$ cat src/hw/rtl/ttlpr_pkg.sv
// ----------------------------------------------------------------------------
// Touch tap and long-press recognizer package
// Shared constants, codes and types for the recognizer modules.
// ----------------------------------------------------------------------------
package ttlpr_pkg;

    // Size of the active touch table.
    localparam int TOUCH_SLOTS = 8;
    localparam int SLOT_IDX_W  = (TOUCH_SLOTS > 1) ? $clog2(TOUCH_SLOTS) : 1;

    // Field widths.
    localparam int ID_W     = 32;
    localparam int POS_W    = 12;
    localparam int TIME_W   = 32;
    localparam int ENTITY_W = 16;
    localparam int KIND_W   = 2;
    localparam int GEST_W   = 2;
    localparam int SQ_W     = 2 * POS_W;

    // Stream and configuration port widths.
    localparam int S_DATA_W   = 112;
    localparam int M_DATA_W   = 48;
    localparam int CFG_ADDR_W = 1;
    localparam int CFG_DATA_W = 32;

    // Input tdata bit positions.
    localparam int S_ID_LSB  = 0;
    localparam int S_X_LSB   = S_ID_LSB + ID_W;
    localparam int S_Y_LSB   = S_X_LSB + POS_W;
    localparam int S_NOW_LSB = S_Y_LSB + POS_W;
    localparam int S_HV_BIT  = S_NOW_LSB + TIME_W;
    localparam int S_HE_LSB  = S_HV_BIT + 1;

    // Event kinds.
    localparam logic [KIND_W-1:0] KIND_DOWN = 2'd0;
    localparam logic [KIND_W-1:0] KIND_HOLD = 2'd1;
    localparam logic [KIND_W-1:0] KIND_UP   = 2'd2;

    // Gesture codes.
    localparam logic [GEST_W-1:0] GEST_NONE = 2'd0;
    localparam logic [GEST_W-1:0] GEST_TAP  = 2'd1;
    localparam logic [GEST_W-1:0] GEST_LONG = 2'd2;
    localparam logic [GEST_W-1:0] GEST_DROP = 2'd3;

    // Configuration register indexes and reset values.
    localparam logic [CFG_ADDR_W-1:0] REG_LONG_PRESS = 1'd0;
    localparam logic [CFG_ADDR_W-1:0] REG_TAP_DIST   = 1'd1;
    localparam logic [TIME_W-1:0]     LONG_PRESS_RST = 32'd500;
    localparam logic [POS_W-1:0]      TAP_DIST_RST   = 12'd20;

    typedef logic [SLOT_IDX_W-1:0] slot_idx_t;

    // Step commands from the controller to the datapath.
    typedef struct packed {
        logic load;
        logic lookup;
        logic square;
        logic commit;
    } ttlpr_cmd_t;

endpackage

$ cat src/hw/rtl/ttlpr_dp.sv
// ----------------------------------------------------------------------------
// Touch tap and long-press recognizer datapath
// Holds the touch table, configuration registers and the per-event
// arithmetic: slot match, distance and elapsed-time checks, result register.
// ----------------------------------------------------------------------------
module ttlpr_dp
    import ttlpr_pkg::*;
(
    input  logic                  clk,
    input  logic                  rst_n,
    input  ttlpr_cmd_t            cmd,
    input  logic [S_DATA_W-1:0]   s_tdata,
    input  logic [KIND_W-1:0]     s_tuser,
    input  logic                  cfg_we,
    input  logic [CFG_ADDR_W-1:0] cfg_addr,
    input  logic [CFG_DATA_W-1:0] cfg_wdata,
    output logic [M_DATA_W-1:0]   m_tdata,
    output logic [GEST_W-1:0]     m_tuser
);

    // Configuration registers.
    logic [TIME_W-1:0] long_press_reg;
    logic [POS_W-1:0]  tap_dist_reg;

    // Captured input transaction.
    logic [KIND_W-1:0]   in_kind_reg;
    logic [ID_W-1:0]     in_id_reg;
    logic [POS_W-1:0]    in_x_reg;
    logic [POS_W-1:0]    in_y_reg;
    logic [TIME_W-1:0]   in_now_reg;
    logic                in_hv_reg;
    logic [ENTITY_W-1:0] in_he_reg;

    // Touch table.
    logic [TOUCH_SLOTS-1:0] slot_valid_reg;
    logic [ID_W-1:0]        slot_id_reg     [TOUCH_SLOTS];
    logic [TIME_W-1:0]      slot_start_reg  [TOUCH_SLOTS];
    logic                   slot_tv_reg     [TOUCH_SLOTS];
    logic [ENTITY_W-1:0]    slot_target_reg [TOUCH_SLOTS];
    logic [POS_W-1:0]       slot_x_reg      [TOUCH_SLOTS];
    logic [POS_W-1:0]       slot_y_reg      [TOUCH_SLOTS];

    // Lookup stage results.
    logic                hit_reg;
    slot_idx_t           hit_idx_reg;
    logic                free_ok_reg;
    slot_idx_t           free_idx_reg;
    logic [POS_W-1:0]    dx_reg;
    logic [POS_W-1:0]    dy_reg;
    logic                late_reg;
    logic                same_tgt_reg;
    logic                tv_reg;
    logic [ENTITY_W-1:0] tgt_reg;

    // Square stage results.
    logic [SQ_W-1:0] dx2_reg;
    logic [SQ_W-1:0] dy2_reg;
    logic [SQ_W-1:0] t2_reg;

    // Result register.
    logic [GEST_W-1:0]   out_gest_reg;
    logic [ENTITY_W-1:0] out_tgt_reg;
    logic [ID_W-1:0]     out_id_reg;

    // Combinational lookup signals.
    logic        hit;
    slot_idx_t   hit_idx;
    logic        free_ok;
    slot_idx_t   free_idx;
    logic [POS_W-1:0]  sx;
    logic [POS_W-1:0]  sy;
    logic [TIME_W-1:0] dur;

    // Commit stage signals.
    logic [SQ_W:0]       d2;
    logic                near;
    logic                do_insert;
    logic                do_free;
    logic [GEST_W-1:0]   gest;
    logic [ENTITY_W-1:0] gest_tgt;

    // Configuration writes.
    always_ff @(posedge clk or negedge rst_n)
    begin
        if (!rst_n)
        begin
            long_press_reg <= LONG_PRESS_RST;
            tap_dist_reg   <= TAP_DIST_RST;
        end
        else if (cfg_we)
        begin
            case (cfg_addr)
                REG_LONG_PRESS: long_press_reg <= cfg_wdata[TIME_W-1:0];
                REG_TAP_DIST:   tap_dist_reg   <= cfg_wdata[POS_W-1:0];
                default:        ;
            endcase
        end
    end

    // Capture the accepted transaction.
    always_ff @(posedge clk)
    begin
        if (cmd.load)
        begin
            in_kind_reg <= s_tuser;
            in_id_reg   <= s_tdata[S_ID_LSB +: ID_W];
            in_x_reg    <= s_tdata[S_X_LSB +: POS_W];
            in_y_reg    <= s_tdata[S_Y_LSB +: POS_W];
            in_now_reg  <= s_tdata[S_NOW_LSB +: TIME_W];
            in_hv_reg   <= s_tdata[S_HV_BIT];
            in_he_reg   <= s_tdata[S_HE_LSB +: ENTITY_W];
        end
    end

    // Parallel id match and lowest free slot search.
    always_comb
    begin
        hit      = 1'b0;
        hit_idx  = '0;
        free_ok  = 1'b0;
        free_idx = '0;
        for (int i = TOUCH_SLOTS - 1; i >= 0; i--)
        begin
            if (slot_valid_reg[i] && (slot_id_reg[i] == in_id_reg))
            begin
                hit     = 1'b1;
                hit_idx = SLOT_IDX_W'(i);
            end
            if (!slot_valid_reg[i])
            begin
                free_ok  = 1'b1;
                free_idx = SLOT_IDX_W'(i);
            end
        end
    end

    // Read the matched slot and form the differences.
    assign sx  = slot_x_reg[hit_idx];
    assign sy  = slot_y_reg[hit_idx];
    assign dur = in_now_reg - slot_start_reg[hit_idx];

    always_ff @(posedge clk)
    begin
        if (cmd.lookup)
        begin
            hit_reg      <= hit;
            hit_idx_reg  <= hit_idx;
            free_ok_reg  <= free_ok;
            free_idx_reg <= free_idx;
            dx_reg       <= (in_x_reg > sx) ? (in_x_reg - sx) : (sx - in_x_reg);
            dy_reg       <= (in_y_reg > sy) ? (in_y_reg - sy) : (sy - in_y_reg);
            late_reg     <= (dur >= long_press_reg);
            tv_reg       <= slot_tv_reg[hit_idx];
            tgt_reg      <= slot_target_reg[hit_idx];
            same_tgt_reg <= in_hv_reg && slot_tv_reg[hit_idx]
                            && (in_he_reg == slot_target_reg[hit_idx]);
        end
    end

    // Squares of the offsets and of the tap radius.
    always_ff @(posedge clk)
    begin
        if (cmd.square)
        begin
            dx2_reg <= SQ_W'(dx_reg) * SQ_W'(dx_reg);
            dy2_reg <= SQ_W'(dy_reg) * SQ_W'(dy_reg);
            t2_reg  <= SQ_W'(tap_dist_reg) * SQ_W'(tap_dist_reg);
        end
    end

    // Decide the gesture and the table update.
    assign d2   = {1'b0, dx2_reg} + {1'b0, dy2_reg};
    assign near = (d2 < {1'b0, t2_reg});

    always_comb
    begin
        gest      = GEST_NONE;
        gest_tgt  = '0;
        do_insert = 1'b0;
        do_free   = 1'b0;
        case (in_kind_reg)
            KIND_DOWN:
            begin
                if (!hit_reg)
                begin
                    if (free_ok_reg)
                        do_insert = 1'b1;
                    else
                        gest = GEST_DROP;
                end
            end
            KIND_HOLD:
            begin
                if (hit_reg && late_reg)
                begin
                    do_free = 1'b1;
                    if (same_tgt_reg)
                    begin
                        gest     = GEST_LONG;
                        gest_tgt = tgt_reg;
                    end
                end
            end
            KIND_UP:
            begin
                if (hit_reg)
                begin
                    do_free = 1'b1;
                    if (tv_reg && near && !late_reg)
                    begin
                        gest     = GEST_TAP;
                        gest_tgt = tgt_reg;
                    end
                end
            end
            default: ;
        endcase
    end

    // Slot valid bits.
    always_ff @(posedge clk or negedge rst_n)
    begin
        if (!rst_n)
            slot_valid_reg <= '0;
        else if (cmd.commit)
        begin
            if (do_insert)
                slot_valid_reg[free_idx_reg] <= 1'b1;
            else if (do_free)
                slot_valid_reg[hit_idx_reg] <= 1'b0;
        end
    end

    // Slot payload, written when a new touch is opened.
    always_ff @(posedge clk)
    begin
        if (cmd.commit && do_insert)
        begin
            slot_id_reg[free_idx_reg]     <= in_id_reg;
            slot_start_reg[free_idx_reg]  <= in_now_reg;
            slot_tv_reg[free_idx_reg]     <= in_hv_reg;
            slot_target_reg[free_idx_reg] <= in_he_reg;
            slot_x_reg[free_idx_reg]      <= in_x_reg;
            slot_y_reg[free_idx_reg]      <= in_y_reg;
        end
    end

    // Result register.
    always_ff @(posedge clk)
    begin
        if (cmd.commit)
        begin
            out_gest_reg <= gest;
            out_tgt_reg  <= gest_tgt;
            out_id_reg   <= in_id_reg;
        end
    end

    assign m_tdata = {out_id_reg, out_tgt_reg};
    assign m_tuser = out_gest_reg;

endmodule

$ cat src/hw/rtl/ttlpr_ctrl.sv
// ----------------------------------------------------------------------------
// Touch tap and long-press recognizer controller
// Sequences each event through lookup, square and commit steps and owns the
// stream handshake flags.
// ----------------------------------------------------------------------------
module ttlpr_ctrl
    import ttlpr_pkg::*;
(
    input  logic       clk,
    input  logic       rst_n,
    input  logic       s_tvalid,
    output logic       s_tready,
    output logic       m_tvalid,
    input  logic       m_tready,
    output ttlpr_cmd_t cmd
);

    typedef enum logic [1:0] {
        ST_IDLE,
        ST_LOOKUP,
        ST_SQUARE,
        ST_COMMIT
    } state_t;

    state_t state_reg;
    state_t state_next;
    logic   s_tready_reg;
    logic   s_tready_next;
    logic   m_tvalid_reg;
    logic   m_tvalid_next;
    logic   out_free;

    // The result register can be reloaded when empty or being emptied.
    assign out_free = !m_tvalid_reg || m_tready;

    // Next state and handshake flags.
    always_comb
    begin
        state_next    = state_reg;
        s_tready_next = s_tready_reg;
        m_tvalid_next = m_tvalid_reg && !m_tready;
        case (state_reg)
            ST_IDLE:
            begin
                if (s_tvalid && s_tready_reg)
                begin
                    state_next    = ST_LOOKUP;
                    s_tready_next = 1'b0;
                end
            end
            ST_LOOKUP:
                state_next = ST_SQUARE;
            ST_SQUARE:
                state_next = ST_COMMIT;
            ST_COMMIT:
            begin
                if (out_free)
                begin
                    state_next    = ST_IDLE;
                    s_tready_next = 1'b1;
                    m_tvalid_next = 1'b1;
                end
            end
            default:
            begin
                state_next    = ST_IDLE;
                s_tready_next = 1'b1;
            end
        endcase
    end

    // State and registered outputs.
    always_ff @(posedge clk or negedge rst_n)
    begin
        if (!rst_n)
        begin
            state_reg    <= ST_IDLE;
            s_tready_reg <= 1'b1;
            m_tvalid_reg <= 1'b0;
        end
        else
        begin
            state_reg    <= state_next;
            s_tready_reg <= s_tready_next;
            m_tvalid_reg <= m_tvalid_next;
        end
    end

    // Datapath step commands.
    assign cmd.load   = s_tvalid && s_tready_reg;
    assign cmd.lookup = (state_reg == ST_LOOKUP);
    assign cmd.square = (state_reg == ST_SQUARE);
    assign cmd.commit = (state_reg == ST_COMMIT) && out_free;

    assign s_tready = s_tready_reg;
    assign m_tvalid = m_tvalid_reg;

endmodule

$ cat src/hw/rtl/touch_tap_long_press_recognizer_unit.sv
// ----------------------------------------------------------------------------
// Touch tap and long-press recognizer
// Turns down, hold and up touch events into tap and long-press gestures.
// ----------------------------------------------------------------------------
// Usage:
// Events arrive on the slave stream: s_tuser carries the event kind and
// s_tdata the touch id, position, time and hit-tested target. Each accepted
// transaction yields exactly one result transaction on the master stream:
// m_tuser carries the gesture code, m_tdata the target and the touch id.
// The two registers (long-press time, tap radius) are written through the
// cfg_wdata port; the user must write them only while no event is in flight (not enforced).
// An event goes through capture, slot lookup, the squared-distance
// multiplies and the commit that updates the table and loads the result
// register. The result is on offer once the commit has loaded it, and a new
// event is taken only after that commit, never while one is in flight.
// s_tready is low while an event is being worked on.
// If the receiver stalls, the result stays in the output register; the next
// event may still be accepted and worked on, and its commit waits until the
// previous result has been taken.
// Reset empties the touch table and restores long-press time 500 ticks and
// tap radius 20 pixels; no clearing pass is needed.
// ----------------------------------------------------------------------------
module touch_tap_long_press_recognizer_unit
    import ttlpr_pkg::*;
(
    input  logic                  clk,
    input  logic                  rst_n,
    input  logic                  s_tvalid,
    output logic                  s_tready,
    // touch_id[31:0], touch_x[43:32], touch_y[55:44], now_time[87:56],
    // hit_valid[88], hit_entity[104:89], zero padding above
    input  logic [S_DATA_W-1:0]   s_tdata,
    // kind[1:0]
    input  logic [KIND_W-1:0]     s_tuser,
    output logic                  m_tvalid,
    input  logic                  m_tready,
    // target_entity[15:0], gesture_touch_id[47:16]
    output logic [M_DATA_W-1:0]   m_tdata,
    // gesture[1:0]
    output logic [GEST_W-1:0]     m_tuser,
    input  logic                  cfg_we,
    input  logic [CFG_ADDR_W-1:0] cfg_addr,
    input  logic [CFG_DATA_W-1:0] cfg_wdata
);

    ttlpr_cmd_t cmd;

    // Sequencer.
    ttlpr_ctrl u_ctrl (
        .clk      (clk),
        .rst_n    (rst_n),
        .s_tvalid (s_tvalid),
        .s_tready (s_tready),
        .m_tvalid (m_tvalid),
        .m_tready (m_tready),
        .cmd      (cmd)
    );

    // Table and arithmetic.
    ttlpr_dp u_dp (
        .clk       (clk),
        .rst_n     (rst_n),
        .cmd       (cmd),
        .s_tdata   (s_tdata),
        .s_tuser   (s_tuser),
        .cfg_we    (cfg_we),
        .cfg_addr  (cfg_addr),
        .cfg_wdata (cfg_wdata),
        .m_tdata   (m_tdata),
        .m_tuser   (m_tuser)
    );

`ifndef ASSERT_OFF
    // An accepted event keeps the input closed while it is worked on.
    a_busy_after_accept: assert property (@(posedge clk) disable iff (!rst_n)
        (s_tvalid && s_tready) |=> !s_tready ##1 !s_tready ##1 !s_tready)
        else $error("input reopened while an event was in flight");

    // After acceptance, once the lookup, square and commit states have passed, a result is on offer.
    a_result_latency: assert property (@(posedge clk) disable iff (!rst_n)
        (s_tvalid && s_tready) |=> ##3 m_tvalid)
        else $error("no result three cycles after an accepted event");

    // Results without a gesture target carry a zero target.
    a_zero_target: assert property (@(posedge clk) disable iff (!rst_n)
        (m_tvalid && (m_tuser == GEST_NONE || m_tuser == GEST_DROP))
        |-> (m_tdata[ENTITY_W-1:0] == '0))
        else $error("non-zero target on a result without a gesture");
`endif

endmodule
$ cat config.mk
export PLATFORM = sky130hd
export DESIGN_NAME = touch_tap_long_press_recognizer_unit
export DESIGN_NICKNAME = d
export VERILOG_FILES = /design/src/hw/rtl/ttlpr_pkg.sv /design/src/hw/rtl/ttlpr_dp.sv /design/src/hw/rtl/ttlpr_ctrl.sv /design/src/hw/rtl/touch_tap_long_press_recognizer_unit.sv
export SDC_FILE = /design/constraint.sdc
export NUM_CORES = 2
export LEC_CHECK = 0
export BUFFER_PORTS_ARGS = -buffer_cell sky130_fd_sc_hd__buf_2
export CAP_MARGIN = 20
export CORE_MARGIN = 3
export CORE_UTILIZATION = 60
export CTS_CLUSTER_DIAMETER = 60
export DETAILED_ROUTE_END_ITERATION = 10
export PLACE_DENSITY = 0.81
export SLEW_MARGIN = 20
export SYNTH_ARGS = -nofsm -noshare
export SYNTH_HDL_FRONTEND = slang
export SYNTH_SLANG_ARGS = --single-unit
$ cat constraint.sdc
create_clock -name clk -period 16.4 [get_ports clk]
set_input_delay 3.28 -clock clk [delete_from_list [all_inputs] [get_ports clk]]
set_output_delay 3.28 -clock clk [all_outputs]
set_load 0.005 [all_outputs]
Yosys cells after proc, flatten, opt, wreduce, memory -nomap -nowiden
Memory sizes are Yosys's and may differ from the RTL's.
Index checks and enable logic that the tools add are counted.
{"block": "totals", "reg_bits": 336, "latch_bits": 0, "mem_bits_rw": 840, "rom_bits": 0, "output_inout_bits": 52, "mem_count": 6}
{"block": "op_classes", "n_addsub": 6, "n_mul": 3, "div_mod_pow": 0, "order_cmp": 8, "n_eq_ne": 16, "n_shift": 0, "n_mux": 53, "n_bitwise": 4, "reduce_logical": 36}
{"memory": "u_dp.slot_id_reg", "depth": 8, "width": 32, "read_ports": 8, "rd_ports_with_merged_regs": 0, "wr": 1, "line": "ttlpr_dp.sv:36", "source": "logic [ID_W-1:0] slot_id_reg [TOUCH_SLOTS];"}
{"memory": "u_dp.slot_start_reg", "depth": 8, "width": 32, "read_ports": 1, "rd_ports_with_merged_regs": 0, "wr": 1, "line": "ttlpr_dp.sv:37", "source": "logic [TIME_W-1:0] slot_start_reg [TOUCH_SLOTS];"}
{"memory": "u_dp.slot_target_reg", "depth": 8, "width": 16, "read_ports": 1, "rd_ports_with_merged_regs": 0, "wr": 1, "line": "ttlpr_dp.sv:39", "source": "logic [ENTITY_W-1:0] slot_target_reg [TOUCH_SLOTS];"}
{"memory": "u_dp.slot_x_reg", "depth": 8, "width": 12, "read_ports": 1, "rd_ports_with_merged_regs": 0, "wr": 1, "line": "ttlpr_dp.sv:40", "source": "logic [POS_W-1:0] slot_x_reg [TOUCH_SLOTS];"}
{"memory": "u_dp.slot_y_reg", "depth": 8, "width": 12, "read_ports": 1, "rd_ports_with_merged_regs": 0, "wr": 1, "line": "ttlpr_dp.sv:41", "source": "logic [POS_W-1:0] slot_y_reg [TOUCH_SLOTS];"}
{"memory": "u_dp.slot_tv_reg", "depth": 8, "width": 1, "read_ports": 1, "rd_ports_with_merged_regs": 0, "wr": 1, "line": "ttlpr_dp.sv:38", "source": "logic slot_tv_reg [TOUCH_SLOTS];"}
{"operator": "$eq A32 B32 Y1", "count": 8}
{"operator": "$mul A12 B12 Y24", "count": 3}
{"operator": "$mux W16", "count": 4}
{"operator": "$sub A12 B12 Y12", "count": 4}
{"operator": "$mux W3", "count": 12}
{"operator": "$ge A32 B32 Y1", "count": 1}
{"operator": "$pmux W16 S2", "count": 1}
{"operator": "$sub A32 B32 Y32", "count": 1}
{"operator": "$add A24 B24 Y25", "count": 1}
{"operator": "$lt A25 B24 Y1", "count": 1}
{"operator": "$gt A12 B12 Y1", "count": 2}
{"operator": "$mux W12", "count": 2}
{"operator": "$logic_and A1 B1 Y1", "count": 19}
{"operator": "$mux W2", "count": 9}
{"operator": "$mux W1", "count": 17}
{"operator": "$eq A16 B16 Y1", "count": 1}
{"operator": "$mux W8", "count": 2}
{"operator": "$reduce_and A2 Y1", "count": 5}
{"operator": "$and A8 B8 Y8", "count": 1}
{"operator": "$lt A3 B4 Y1 const B", "count": 2}
{"operator": "$not A8 Y8", "count": 1}
{"operator": "$or A8 B8 Y8", "count": 1}
{"operator": "$pmux W2 S4", "count": 1}
{"operator": "$reduce_and A7 Y1", "count": 1}
{"operator": "16 further kinds", "count": 26}

Longest topological paths before layout
An unclocked memory read counts as a cell.
{"block": "logic_depth", "word_depth": 14, "mapped_depth": 40, "mapped_depth_nobuf": 35}

Hierarchy
A second synthesis with hierarchy kept.
{"block": "hier_totals", "cells_unflattened": 4897, "area_unflattened_um2": 62794.0}
{"mod": "ttlpr_dp", "instances": 1, "cells_each": 4874, "area_per_inst_um2": 62523.7, "seq_area_each_um2": 34853.4}
{"mod": "ttlpr_ctrl", "instances": 1, "cells_each": 23, "area_per_inst_um2": 270.3, "seq_area_each_um2": 101.3}

Worst setup path before layout
Ideal clock, no wire load.
{"block": "synth_timing", "path_type": "input to register", "from": "input port m_tready", "to": "register u_dp.slot_valid_reg[0]", "arrival_ns": 11.939, "t_required_ns": 16.308, "slack_ns": 4.369, "path_stages": 5, "path_buffers": 0, "path_cell_list": "nand2b_1 nand2_1 or3_1 nor3_1 o32a_1"}
{"block": "synth_via", "elab_chain_len": 3}
{"element": "start, declared", "line": "touch_tap_long_press_recognizer_unit.sv:36", "source": "input logic m_tready,"}
{"element": "$logic_or A1 B1 Y1", "line": "ttlpr_ctrl.sv:34", "source": "assign out_free = !m_tvalid_reg || m_tready;"}
{"element": "$logic_and A1 B1 Y1", "line": "ttlpr_ctrl.sv:93", "source": "assign cmd.commit = (state_reg == ST_COMMIT) && out_free;"}
{"element": "$reduce_and A2 Y1 (no source line)"}
{"element": "end signal, assigned", "line": "ttlpr_dp.sv:224", "source": "slot_valid_reg <= '0;"}
{"element": "end signal, assigned by index", "line": "ttlpr_dp.sv:228", "source": "slot_valid_reg[free_idx_reg] <= 1'b1;"}
{"element": "end signal, assigned by index", "line": "ttlpr_dp.sv:230", "source": "slot_valid_reg[hit_idx_reg] <= 1'b0;"}
{"element": "end, declared", "line": "ttlpr_dp.sv:35", "source": "logic [TOUCH_SLOTS-1:0] slot_valid_reg;"}
No other way between the ends.
A chain may end at the register's enable or synchronous reset.

Worst setup path after layout
{"block": "layout_timing", "from": "register u_dp.in_id_reg[22]", "to": "register u_dp.late_reg (data pin)"}
{"block": "layout_via", "elab_chain_len": 13}
{"element": "start, declared", "line": "ttlpr_dp.sv:27", "source": "logic [ID_W-1:0] in_id_reg;"}
{"element": "start signal, assigned", "line": "ttlpr_dp.sv:106", "source": "in_id_reg <= s_tdata[S_ID_LSB +: ID_W];"}
{"element": "$eq A32 B32 Y1", "line": "ttlpr_dp.sv:124", "source": "if (slot_valid_reg[i] && (slot_id_reg[i] == in_id_reg))"}
{"element": "$logic_and A1 B1 Y1", "line": "ttlpr_dp.sv:124"}
{"element": "$mux W3 (7 in a row)", "line": "ttlpr_dp.sv:124"}
{"element": "$mux W3 *", "line": "ttlpr_dp.sv:124"}
{"element": "$mem_v2 Z8 W32 *"}
{"element": "$sub A32 B32 Y32 *", "line": "ttlpr_dp.sv:140", "source": "assign dur = in_now_reg - slot_start_reg[hit_idx];"}
{"element": "$ge A32 B32 Y1 *", "line": "ttlpr_dp.sv:152", "source": "late_reg <= (dur >= long_press_reg);"}
{"element": "end signal, assigned", "line": "ttlpr_dp.sv:152"}
{"element": "end, declared", "line": "ttlpr_dp.sv:50", "source": "logic late_reg;"}
Mark *: on every way between the ends. The rest lies on a longest branch, timed or not.

==> results.cfg <==
[setup_path]
path_class = register to register
critPathRequiredTime_ps = 16820
cpPeakStageDelay_ps = 770
cp_max_fo = 64
crit_top_cell = a21oi_1
cp-end-kind = register
crit_path_top_delay_cell = buf_4
crit_arrival_ps = 10350
startpoint_type = register

[grt]
globalRouteOverflowTotal = 0
grt_pass1_vias = 38978
antenna_found_initial = 7
grt_max_degree = 118
grt_pass1_wl_um = 217000
grt_usage_pct = 26.0

[cts]
cts_sinks = 1173
cts_buffer_depth = 3
cts.clk_slew.worst_paths_ps = 60
cts_hold_buf = 0
cts_tree = yes
clkLatencyLatePin_ps = 740
cts_setup_buffers = 0
cts_buffers = 120
cts_resized = 0
ctsRootBufferMaster = clkbuf_16
cts_max_level = 3

[final_layout]
stdcell_area_um2 = 69000
num-nets-final = 5709
final_cell_mix = edfxtp_1 (1,117), inv_1 (446), ha_1 (337)
drive_gt1_share_pct = 10.9
fill_cells = 7015
area_growth_pct = 10.5
final_common_cell = edfxtp_1

[die]
start_util_pct = 60.9
die_area_um2 = 108000
coreArea_um2 = 103000
fp.dieH_um = 329
fp.dieW_um = 329
rows = 117
pin_count = 204

[drt]
route.met2.wl_um = 66700
wire_per_inst_um = 21.6
avgViaCountPerCell = 5.98
firstDrtPassIters = 6
wl_met1_um = 56500
drcViolationCount = 0
drtIter0Drc = 3469
met3_length_um = 11800
highest-signal-layer = met4
vias = 38601
drt_wl_total_um = 139000
ant_nets = 0

[pwr]
p_per_area_nw_per_um2 = 114
p_leak_uw = 0.0262
irDropWorstVdd_mv = 0.237

[yosys]
seq_area_frac_synth_pct = 55.9
yosysWarnings = 0
synth_flop_cell = edfxtp_1
synth_cells = 4775
synth_edf_count = 1117
syn_nets = 5505
netlist_area_um2 = 62500
async_flop_share_pct = 4.77
yosys_register_bits = 1173
synthDistinctLibCells = 87
avgSynthCellArea_um2 = 13.1

[timing]
rsz0062_at_grt = no
setup_viol = 0
tns_ps = 0
worst_slew_pin_slew_ps = 1120
slew-limit-headroom_pct = 25.1
maxSlewViolCount = 0
finalCritPeriodShare_pct = 60.6
max_freq_mhz = 101
timing_hold_violations_final = 0
min_period_ps = 9930
finClkSkew_ps = 62.2
layout_setup_ws_ps = 6470

[placement]
portBuffers = 196
place_area_um2 = 65000
dpl.hpwl_um = 89900
finalWeightedCongestion = 0.873
pre_cts_ws_ps = 6720

[worst_hold_path]
min_path_type = register to register

[flow_run]
max_cap_violations = 0

[status]
status = finished, final reports clean
worst max-delay path: cells and delay by family, from the launching register on:
family / cells / cell delay (ps)
AOI/OAI and AO/OA: 17 / 4700
xor gates and xnor gates: 2 / 320
adders and majority gates: 2 / 720
buffers and inverters: 2 / 1050
DFF: 1 / 590
and+or+nand+nor: 10 / 2200
cell usage after synthesis, types with 108 or more instances:
library cell | number | area, um2
xnor2_1 | 155 | 1360
o21ai_0 | 155 | 776
a21oi_1 | 177 | 886
clkbuf_1 | 108 | 405
nor2_1 | 140 | 526
xor2_1 | 231 | 2020
inv_1 | 448 | 1680
ha_1 | 339 | 4240
fa_1 | 239 | 4780
edfxtp_1 | 1117 | 33500
nand2_1 | 295 | 1110
a211oi_1 | 127 | 953
mux2i_1 | 189 | 1890
and2_1 | 206 | 1290
path summary, 6_finish.rpt:
check | slack (ps) | start | depth (start not counted) | end
min | 450 | u_dp.in_id_reg[29] | 0 | u_dp.out_id_reg[29]
min reg2reg | 450 | u_dp.in_id_reg[29] | 0 | u_dp.out_id_reg[29]
max in group asynchronous | 12880 | rst_n | 2 | u_dp.long_press_reg[1]
max | 6470 | u_dp.in_id_reg[22] | 33 | u_dp.late_reg
max reg2reg | 6470 | u_dp.in_id_reg[22] | 33 | u_dp.late_reg
min in group asynchronous | 2410 | rst_n | 1 | u_dp.slot_valid_reg[6]
cell families after synthesis:
logic type / synth area share, %
flip-flops: 55.9
AND/OR/NAND/NOR: 8.94
XOR/XNOR: 5.41
AO/OA/AOI/OAI: 7.30
buffers and inverters: 4.01
adder cells (fa/ha/maj): 14.4
multiplexers: 3.95
cell type report:
cell class                 instances  area [um2]  area share, %
antenna                            4        10.0         0.0145
clock buffer                     145        3130           4.53
clock inverter                    80         887           1.28
inverter                         448        1690           2.44
multi-input combinational       2973       25100           36.4
sequential                      1173       35000           50.6
tap                             1368        1710           2.48
timing repair buffer             263        1510           2.19
routing by layer:
layer / vias to the layer above / track usage [%]
met5: - / 0
met3: 269 / 3.78
met2: 1610 / 42.0
li1: 17529 / -
met1: 19193 / 36.2
met4: 0 / 9.46
where the power goes:
part | total [uW] | internal (uW) | switching [uW] | leakage, uW
Clock | 2740 | 1570 | 1170 | 0.00193
Sequential | 3380 | 3350 | 24.0 | 0.0108
Combinational | 1740 | 775 | 960 | 0.0135
Total | 7860 | 5700 | 2150 | 0.0262
per-stage QoR:
stage	utilization (%)	power [uW]	hold slack, ps	instances
after floorplan	-	4760	464	4775
after global placement	63.3	5110	431	6224
after detailed placement	63.3	5160	433	6224
after CTS	67.2	7890	447	6449
after global routing	67.3	8260	456	6450
final	67.3	7860	449	6454
No activity file was read; power rests on OpenSTA's default activity.
